File: src/rtl/rfa_pkg.sv
// ----------------------------------------------------------------------------
// rfa_pkg: shared types and constants for the ring fork arbiter
// Field widths, command codes, register map and the command struct.
// ----------------------------------------------------------------------------
`default_nettype none

package rfa_pkg;

  localparam int CMD_W         = 2;
  localparam int SEAT_W        = 4;
  localparam int CNT_W         = 5;
  localparam int PRIO_W        = 5;
  localparam int DEF_MAX_SEATS = 16;

  localparam int IN_TDATA_W  = 8;
  localparam int OUT_TDATA_W = 8;

  localparam int CFG_AW = 3;
  localparam int CFG_DW = 32;

  // register index, taken from the word address
  localparam logic REG_SEAT_COUNT = 1'b0;

  localparam logic [CNT_W-1:0] CNT_MIN   = CNT_W'(2);
  localparam logic [CNT_W-1:0] CNT_RESET = CNT_W'(2);

  localparam logic [CMD_W-1:0] CMD_TRY     = 2'd0;
  localparam logic [CMD_W-1:0] CMD_DROP    = 2'd1;
  localparam logic [CMD_W-1:0] CMD_GIVE_UP = 2'd2;

  typedef struct packed {
    logic              valid;
    logic [CMD_W-1:0]  cmd;
    logic [SEAT_W-1:0] seat;
  } op_t;

endpackage

`default_nettype wire

File: src/rtl/rfa_cfg.sv
// ----------------------------------------------------------------------------
// rfa_cfg: configuration register block
// Holds the seat count, clamped into the supported range on write.
// ----------------------------------------------------------------------------
`default_nettype none

module rfa_cfg #(
  parameter int MAX_SEATS = rfa_pkg::DEF_MAX_SEATS
) (
  input  wire logic                       clk,
  input  wire logic                       rst_n,
  input  wire logic                       cfg_psel,
  input  wire logic                       cfg_penable,
  input  wire logic                       cfg_pwrite,
  input  wire logic [rfa_pkg::CFG_AW-1:0] cfg_paddr,
  input  wire logic [rfa_pkg::CFG_DW-1:0] cfg_pwdata,
  output logic      [rfa_pkg::CFG_DW-1:0] cfg_prdata,
  output logic                            cfg_pready,
  output logic      [rfa_pkg::CNT_W-1:0]  seat_count
);
  import rfa_pkg::*;

  localparam int CNT_TOP = (1 << CNT_W) - 1;
  localparam logic [CNT_W-1:0] CNT_MAX =
    (MAX_SEATS > CNT_TOP) ? CNT_W'(CNT_TOP) : CNT_W'(MAX_SEATS);

  logic [CNT_W-1:0] seat_count_r, seat_count_nxt;
  logic [CNT_W-1:0] wr_val;
  logic             wr_en;

  assign cfg_pready = 1'b1;
  assign wr_en = cfg_psel && cfg_penable && cfg_pwrite && cfg_pready
                 && (cfg_paddr[2] == REG_SEAT_COUNT);
  assign wr_val = cfg_pwdata[CNT_W-1:0];

  always_comb begin
    seat_count_nxt = seat_count_r;
    if (wr_en) begin
      if (wr_val < CNT_MIN) begin
        seat_count_nxt = CNT_MIN;
      end else if (wr_val > CNT_MAX) begin
        seat_count_nxt = CNT_MAX;
      end else begin
        seat_count_nxt = wr_val;
      end
    end
  end

  always_ff @(posedge clk) begin
    if (!rst_n) begin
      seat_count_r <= CNT_RESET;
    end else begin
      seat_count_r <= seat_count_nxt;
    end
  end

  always_comb begin
    cfg_prdata = '0;
    if (cfg_paddr[2] == REG_SEAT_COUNT) begin
      cfg_prdata = CFG_DW'(seat_count_r);
    end
  end

  assign seat_count = seat_count_r;

endmodule

`default_nettype wire

File: src/rtl/rfa_table.sv
// ----------------------------------------------------------------------------
// rfa_table: resource and seat state with per-seat grant lanes
// Each lane checks its two resources in parallel; the command picks a lane
// and updates the two resource entries and the seat flag it touches.
// ----------------------------------------------------------------------------
`default_nettype none

module rfa_table #(
  parameter int MAX_SEATS = rfa_pkg::DEF_MAX_SEATS
) (
  input  wire logic                      clk,
  input  wire logic                      rst_n,
  input  wire rfa_pkg::op_t              op,
  input  wire logic [rfa_pkg::CNT_W-1:0] seat_count,
  output logic                           grant
);
  import rfa_pkg::*;

  // seats that can issue commands, and resources they can reach
  localparam int SEATS_ADDR = 1 << SEAT_W;
  localparam int LANES  = (MAX_SEATS < SEATS_ADDR) ? MAX_SEATS : SEATS_ADDR;
  localparam int RES    = (MAX_SEATS < SEATS_ADDR + 1) ? MAX_SEATS : SEATS_ADDR + 1;
  localparam int LANE_W = $clog2(LANES);
  localparam int RES_W  = $clog2(RES);
  localparam int LANE_PAD = 1 << LANE_W;

  logic [RES-1:0]    in_use_r, in_use_nxt;
  logic [PRIO_W-1:0] prio_r   [RES];
  logic [PRIO_W-1:0] prio_nxt [RES];
  logic [LANES-1:0]  wait_r, wait_nxt;
  logic [LANE_PAD-1:0] lane_ok;

  logic [CNT_W-1:0]  seat_ext, right_c, lrival_c, last_seat;
  logic [PRIO_W-1:0] prio_left_val, prio_right_val;
  logic [RES_W-1:0]  left_idx, right_idx;
  logic              seat_ok, go, last_waiting;

  assign last_seat = seat_count - CNT_W'(1);
  // waiting mark of the highest seat, the left rival of seat zero
  assign last_waiting = (last_seat < CNT_W'(LANES)) ? wait_r[LANE_W'(last_seat)] : 1'b0;

  genvar i;
  generate
    for (i = 0; i < LANE_PAD; i++) begin : g_lane
      if (i < LANES) begin : g_live
        localparam int NEXT_R = (i + 1 < RES) ? i + 1 : 0;
        logic              wrap;
        logic              r_use;
        logic [PRIO_W-1:0] r_prio;
        logic              r_rival_wait;
        logic              l_rival_wait;
        logic              l_ok, r_ok;

        assign wrap   = (seat_count == CNT_W'(i + 1));
        assign r_use  = wrap ? in_use_r[0] : in_use_r[NEXT_R];
        assign r_prio = wrap ? prio_r[0] : prio_r[NEXT_R];

        if (i + 1 < LANES) begin : g_nr
          assign r_rival_wait = wrap ? wait_r[0] : wait_r[i + 1];
        end else begin : g_nr_none
          assign r_rival_wait = wrap ? wait_r[0] : 1'b0;
        end

        if (i == 0) begin : g_lr0
          assign l_rival_wait = last_waiting;
        end else begin : g_lr
          assign l_rival_wait = wait_r[i - 1];
        end

        assign l_ok = !in_use_r[i] && (prio_r[i] == '0 || prio_r[i] == PRIO_W'(i + 1)
                                       || !l_rival_wait);
        assign r_ok = !r_use && (r_prio == '0 || r_prio == PRIO_W'(i + 1)
                                 || !r_rival_wait);
        assign lane_ok[i] = l_ok && r_ok;
      end else begin : g_pad
        assign lane_ok[i] = 1'b0;
      end
    end
  endgenerate

  always_comb begin
    seat_ext = {1'b0, op.seat};
    seat_ok  = seat_ext < seat_count;
    go       = op.valid && seat_ok;
    right_c  = (seat_ext + CNT_W'(1) == seat_count) ? '0 : seat_ext + CNT_W'(1);
    lrival_c = (seat_ext == '0) ? last_seat : seat_ext - CNT_W'(1);
    prio_left_val  = PRIO_W'(lrival_c + CNT_W'(1));
    prio_right_val = PRIO_W'(right_c + CNT_W'(1));
    left_idx  = RES_W'(seat_ext);
    right_idx = RES_W'(right_c);
    grant = go && (op.cmd == CMD_TRY) && lane_ok[op.seat[LANE_W-1:0]];
  end

  always_comb begin
    in_use_nxt = in_use_r;
    wait_nxt   = wait_r;
    for (int j = 0; j < RES; j++) begin
      prio_nxt[j] = prio_r[j];
    end
    if (go) begin
      case (op.cmd)
        CMD_TRY: begin
          for (int j = 0; j < LANES; j++) begin
            if (LANE_W'(j) == op.seat[LANE_W-1:0]) begin
              wait_nxt[j] = !grant;
            end
          end
          for (int j = 0; j < RES; j++) begin
            if (grant && (RES_W'(j) == left_idx || RES_W'(j) == right_idx)) begin
              in_use_nxt[j] = 1'b1;
            end
          end
        end
        CMD_DROP: begin
          // free both and hand priority to the neighbour sharing each one
          for (int j = 0; j < RES; j++) begin
            if (RES_W'(j) == left_idx) begin
              in_use_nxt[j] = 1'b0;
              prio_nxt[j]   = prio_left_val;
            end
            if (RES_W'(j) == right_idx) begin
              in_use_nxt[j] = 1'b0;
              prio_nxt[j]   = prio_right_val;
            end
          end
        end
        CMD_GIVE_UP: begin
          for (int j = 0; j < LANES; j++) begin
            if (LANE_W'(j) == op.seat[LANE_W-1:0]) begin
              wait_nxt[j] = 1'b0;
            end
          end
        end
        default: begin
        end
      endcase
    end
  end

  always_ff @(posedge clk) begin
    if (!rst_n) begin
      in_use_r <= '0;
      wait_r   <= '0;
      for (int j = 0; j < RES; j++) begin
        prio_r[j] <= '0;
      end
    end else begin
      in_use_r <= in_use_nxt;
      wait_r   <= wait_nxt;
      for (int j = 0; j < RES; j++) begin
        prio_r[j] <= prio_nxt[j];
      end
    end
  end

endmodule

`default_nettype wire

File: src/rtl/ring_fork_arbiter.sv
// ----------------------------------------------------------------------------
// ring_fork_arbiter: fair arbiter for a ring of seats sharing resources
//
//   channel   dir   handshake             payload
//   in_       in    in_tvalid/in_tready   tdata: command, seat_index
//   out_      out   out_tvalid/out_tready tdata: granted
//   cfg_      in    psel/penable/pready   seat_count at byte address 0
//
// One command per cycle is taken while the output does not stall; each passes an
// input register, is decided and applied to the state as it moves into the
// result register. Reset clears all resource and seat state and sets the seat
// count to two. A stall on the output holds the result register and then the
// input register; state changes only when a command moves into the result
// register.
// ----------------------------------------------------------------------------
`default_nettype none

module ring_fork_arbiter #(
  parameter int MAX_SEATS = rfa_pkg::DEF_MAX_SEATS
) (
  input  wire logic                            clk,
  input  wire logic                            rst_n,
  input  wire logic                            in_tvalid,
  output logic                                 in_tready,
  // [1:0] command, [5:2] seat_index, [7:6] zero
  input  wire logic [rfa_pkg::IN_TDATA_W-1:0]  in_tdata,
  output logic                                 out_tvalid,
  input  wire logic                            out_tready,
  // [0] granted, [7:1] zero
  output logic      [rfa_pkg::OUT_TDATA_W-1:0] out_tdata,
  input  wire logic                            cfg_psel,
  input  wire logic                            cfg_penable,
  input  wire logic                            cfg_pwrite,
  input  wire logic [rfa_pkg::CFG_AW-1:0]      cfg_paddr,
  input  wire logic [rfa_pkg::CFG_DW-1:0]      cfg_pwdata,
  output logic      [rfa_pkg::CFG_DW-1:0]      cfg_prdata,
  output logic                                 cfg_pready
);
  import rfa_pkg::*;

  logic              in_valid_r, in_valid_nxt;
  logic [CMD_W-1:0]  cmd_r;
  logic [SEAT_W-1:0] seat_r;
  logic              out_valid_r, out_valid_nxt;
  logic              granted_r;
  logic              advance, fire, grant;
  logic [CNT_W-1:0]  seat_count;
  op_t               op;

  rfa_cfg #(
    .MAX_SEATS (MAX_SEATS)
  ) u_cfg (
    .clk         (clk),
    .rst_n       (rst_n),
    .cfg_psel    (cfg_psel),
    .cfg_penable (cfg_penable),
    .cfg_pwrite  (cfg_pwrite),
    .cfg_paddr   (cfg_paddr),
    .cfg_pwdata  (cfg_pwdata),
    .cfg_prdata  (cfg_prdata),
    .cfg_pready  (cfg_pready),
    .seat_count  (seat_count)
  );

  assign advance   = !out_valid_r || out_tready;
  assign fire      = in_valid_r && advance;
  assign in_tready = !in_valid_r || advance;

  assign op.valid = fire;
  assign op.cmd   = cmd_r;
  assign op.seat  = seat_r;

  rfa_table #(
    .MAX_SEATS (MAX_SEATS)
  ) u_table (
    .clk        (clk),
    .rst_n      (rst_n),
    .op         (op),
    .seat_count (seat_count),
    .grant      (grant)
  );

  always_comb begin
    in_valid_nxt = in_valid_r;
    if (in_tvalid && in_tready) begin
      in_valid_nxt = 1'b1;
    end else if (fire) begin
      in_valid_nxt = 1'b0;
    end
    out_valid_nxt = out_valid_r;
    if (fire) begin
      out_valid_nxt = 1'b1;
    end else if (out_tready) begin
      out_valid_nxt = 1'b0;
    end
  end

  always_ff @(posedge clk) begin
    if (!rst_n) begin
      in_valid_r  <= 1'b0;
      out_valid_r <= 1'b0;
    end else begin
      in_valid_r  <= in_valid_nxt;
      out_valid_r <= out_valid_nxt;
    end
  end

  // payload registers, no reset
  always_ff @(posedge clk) begin
    if (in_tvalid && in_tready) begin
      cmd_r  <= in_tdata[CMD_W-1:0];
      seat_r <= in_tdata[CMD_W+SEAT_W-1:CMD_W];
    end
    if (fire) begin
      granted_r <= grant;
    end
  end

  assign out_tvalid = out_valid_r;
  assign out_tdata  = {{(OUT_TDATA_W-1){1'b0}}, granted_r};

endmodule

`default_nettype wire
File: config.mk
export PLATFORM = sky130hd
export DESIGN_NAME = ring_fork_arbiter
export DESIGN_NICKNAME = d
export VERILOG_FILES = /design/src/rtl/rfa_pkg.sv /design/src/rtl/rfa_cfg.sv /design/src/rtl/rfa_table.sv /design/src/rtl/ring_fork_arbiter.sv
export SDC_FILE = /design/constraint.sdc
export NUM_CORES = 1
export LEC_CHECK = 0
export CAP_MARGIN = 20
export CORE_MARGIN = 4
export CORE_UTILIZATION = 50
export CTS_BUF_LIST = sky130_fd_sc_hd__clkbuf_16
export DETAILED_ROUTE_END_ITERATION = 10
export DONT_BUFFER_PORTS = 1
export SLEW_MARGIN = 15
export SYNTH_ARGS = -nofsm -noshare
export SYNTH_HDL_FRONTEND = slang
export SYNTH_SLANG_ARGS = --single-unit
File: constraint.sdc
create_clock -name clk -period 4.66 [get_ports clk]
set_input_delay 0.466 -clock clk [delete_from_list [all_inputs] [get_ports clk]]
set_output_delay 0.466 -clock clk [all_outputs]
set_load 0.01 [all_outputs]
==> summary.md <==
| Metric | Value |
|---|---|
| Core footprint | between 15000 and 20000 sq um |
| Post-route insts no fill | approximately 1200 |
| Fin. Hold Viols | 0 |
| R2r endpoint | u_table.prio_r[0][15]$_SDFFE_PN0P_ |
| Top cells by count, synth | 119 x dfxtp_1, 100 x nand2_1, 96 x nor2_1 |
| Largest net degree at the start of global routing | slightly above 70 |
| Starting DRC count in detailed routing | 679 |
| Crit path capture type | register |
| Via density | 6.25 |
| Routed WL | 26.8 mm |
| Worst VDD drop | between 200 and 300 uV |
| Yosys reg bits | about 130 |
| DIE AREA | roughly 19000 sq um |
| CP Cell Sequence | clkinv_1, buf_4, ha_1, xnor2_1, o211a_1, and3_1, nor2_1, buf_4, ha_1, buf_4, o21ai_2, a21oi_1, nand2_1, o22ai_1 |
| Fmax | about 260 MHz |
| Final WS setup | approximately 790 ps |
| Antenna-violating nets left | 0 |
| Worst hold margin | roughly 130 ps |
| CTS root buf | clkbuf_16 |
| Core Util, Final | approximately 56% |
| Hold depth | 0 |
| CP Class | register to register |
| Largest cells by area after synthesis | dfxtp_1 29%, a21oi_1 4.8%, mux2i_1 4.8%, nand2_1 4.6%, nor2_1 4.4% |
| Via count | between 7000 and 8000 |
| RD Place Congestion | 1.02 |
| Dpl cells | approximately 1200 |
| Lkg Pwr | approximately 3.6 nW |
| Post-Synthesis Cell Area | ~8200 sq um |
| Arr. time, crit path | approximately 4200 ps |
| Mux contribution to synthesized area | 6.41% |
| Max-slew violation count | 0 |
| Site row count | 46 |
| Initial antenna violation count | 1 |
| CP Buf/Inv Count | 4 |
| Power per cell area | around 320 nW/um^2 |
| Register area share after synthesis | a little under a third |
| Clock Pin Slew Worst Setup and Hold Paths | approximately 60 ps |
| Worst-Margin Slew | 851 ps |
| Sink Count | roughly 130 |
| Number of global-route vias before repair | a little over 7000 |
| Post_cts resized | 0 |
| Die width | about 140 um |
| Post-CTS Setup Bufs | 0 |
| R2R depth | 14 |
| Post-route setup TNS | 0 ps |
| Synth area leader | dfxtp_1 |
| CTS Hold Buffers Added | 0 |
| Syn Area/Cell | 8.15 sq um |
| Worst-Skew Late Latency | around 430 ps |
| Layout cells sized above 1 | roughly 11% |
| Asr flop ratio synth | 0% |
| Worst min-delay path class | input pin to register |
| Dpl hpwl | roughly 19 mm |
| CTS Buffer Depth | 2 |
| Post-synth top area share | between 20 and 30% |
| Crit-path leading delay family | compound AO/OA/AOI/OAI gates |
| Htree depth | 4 |
| CP max stage delay | approximately 600 ps |
| WL/cell | 21.9 um |
| CP required | roughly 5000 ps |
| Hold EP | seat_r[3]$_DFFE_PP_ |
| CTS buffer count | 17 |
| Cell count after synthesis | just over 1000 |
| Relative slew slack | a little over two fifths |
| Status | finished, final reports clean |
| Compound-gate portion of the synthesized area | between 20% and 30% |
| Top_reg_cell synth | dfxtp_1 |
| Fin crit share | between 80% and 90% |
| Crit-path slowest cell | a21oi_1 |
| Hold Path Origin | in_tdata[5] |
| Drt pass-1 iters | 6 |
| Post-synth EDFFs | 7 |
| Max Cap Viol | 0 |
| Pre-CTS WS | approximately 900 ps |
| RSZ-0062 raised after global routing | no |
| Minimum clock period | just under 4000 ps |
| Port Buffers | 0 |
| Antenna fix cells | 0 |
| Remaining DRCs | 0 |
| Initial Utilization | around 50% |
| Simple-gate share of the synthesized area | 22.0% |
| Layout Skew | ~9 ps |
| Number of synthesis warnings | 0 |
| Worst reg-to-reg setup slack | ~790 ps |
| Total track usage | 29.4% |
| Adder-Cell Fraction of Synth Area | just under 3% |
| Die height | around 140 um |
| Setup crit start kind | register |
| Largest family of logic cells by synthesized area | compound AO/OA/AOI/OAI gates |
| Crit-path most repeated cell | buf_4 |
| Final setup viols | 0 |
| Post-Synth XOR/XNOR Area | under 10% |
| Final #Nets | about 1100 |
| I/O Pins | between 90 and 100 |
| Synth cell types | between 80 and 90 |
| GRT overflow | 0 |
| CTS tree | built |
| Worst Path Max Fanout | 11 |
| Layout area overhead | 9.10% |
| Most common cell in the netlist | dfxtp_1 |
| First-pass GRT wire length | about 41 mm |
| Reg-to-reg startpoint | seat_r[0]$_DFFE_PP_ |
report_power, final:
| part | internal, mW | total, mW | switching (mW) | leakage [nW] |
|---|---|---|---|---|
| sequential | 1.10 | 1.11 | 0.0155 | 1.03 |
| clock | 0.860 | 1.35 | 0.493 | 0.301 |
| combinational | 0.122 | 0.397 | 0.275 | 2.26 |
| total | 2.08 | 2.86 | 0.784 | 3.59 |
cell type report:
cell class	instances	area [sq um]
multi-input combinational	776	5050
sequential	126	2590
inverter	31	116
clock buffer	18	450
fill	1525	7060
timing repair buffer	42	315
clock inverter	14	149
tap	216	270
sequential cells by signal (all words and copies together), names as in the netlist:
signal            count
in_valid_r            1
seat_r                4
u_table.prio_r       80
u_table.in_use_r     16
out_tvalid            1
cmd_r                 2
granted_r             1
u_table.wait_r       16
u_cfg.seat_count      5
metal layers:
metal	global-route usage [%]	part of all wire [%]	vias to the layer above
met5	0	0.060	-
met4	15.5	4.9	2
met3	5.81	7.5	80
met2	45.1	44	327
met1	39.0	43	3623
li1	-	-	3615
metrics by stage:
stage                     area (sq um)  power (mW)
final                             8940        2.86
after global routing              8940        2.96
after CTS                         8940        2.87
after detailed placement          8340        1.52
after global placement            8340        1.52
after floorplan                   8320        1.40
worst max-delay path by stage:
stage,start,to,slack [ps],depth (start not counted)
floorplan,seat_r[0]$_DFFE_PP_,u_table.prio_r[0][79]$_SDFFE_PN0P_,920,14
global placement,seat_r[0]$_DFFE_PP_,u_table.prio_r[0][46]$_SDFFE_PN0P_,960,14
detailed placement,seat_r[0]$_DFFE_PP_,u_table.prio_r[0][46]$_SDFFE_PN0P_,890,14
CTS,seat_r[0]$_DFFE_PP_,u_table.prio_r[0][15]$_SDFFE_PN0P_,850,14
global route,seat_r[0]$_DFFE_PP_,u_table.prio_r[0][15]$_SDFFE_PN0P_,510,14
finish,seat_r[0]$_DFFE_PP_,u_table.prio_r[0][15]$_SDFFE_PN0P_,790,14
layout by cell type, fill, tap and decap left out, types with 12 or more instances in the layout:
cell type	count
nand2_1	100
dfxtp_1	119
and3_1	24
buf_4	42
inv_1	27
mux2i_1	39
nand2b_1	12
nand3_1	31
conb_1	35
nor2b_1	13
a21oi_1	79
o41ai_1	18
xor2_1	17
nor3_1	34
ha_1	19
clkbuf_16	18
a211oi_1	19
nor2_1	96
o21ai_0	31
o2111ai_1	17
o22ai_1	15
cell families after synthesis:
group / Yosys count
flip-flops: 126
multiplexers: 48
buffers and inverters: 137
XOR/XNOR: 32
adder cells (fa/ha/maj): 19
AO/OA/AOI/OAI: 276
AND/OR/NAND/NOR: 366
other: 2
No activity file was read; power rests on OpenSTA's default activity.
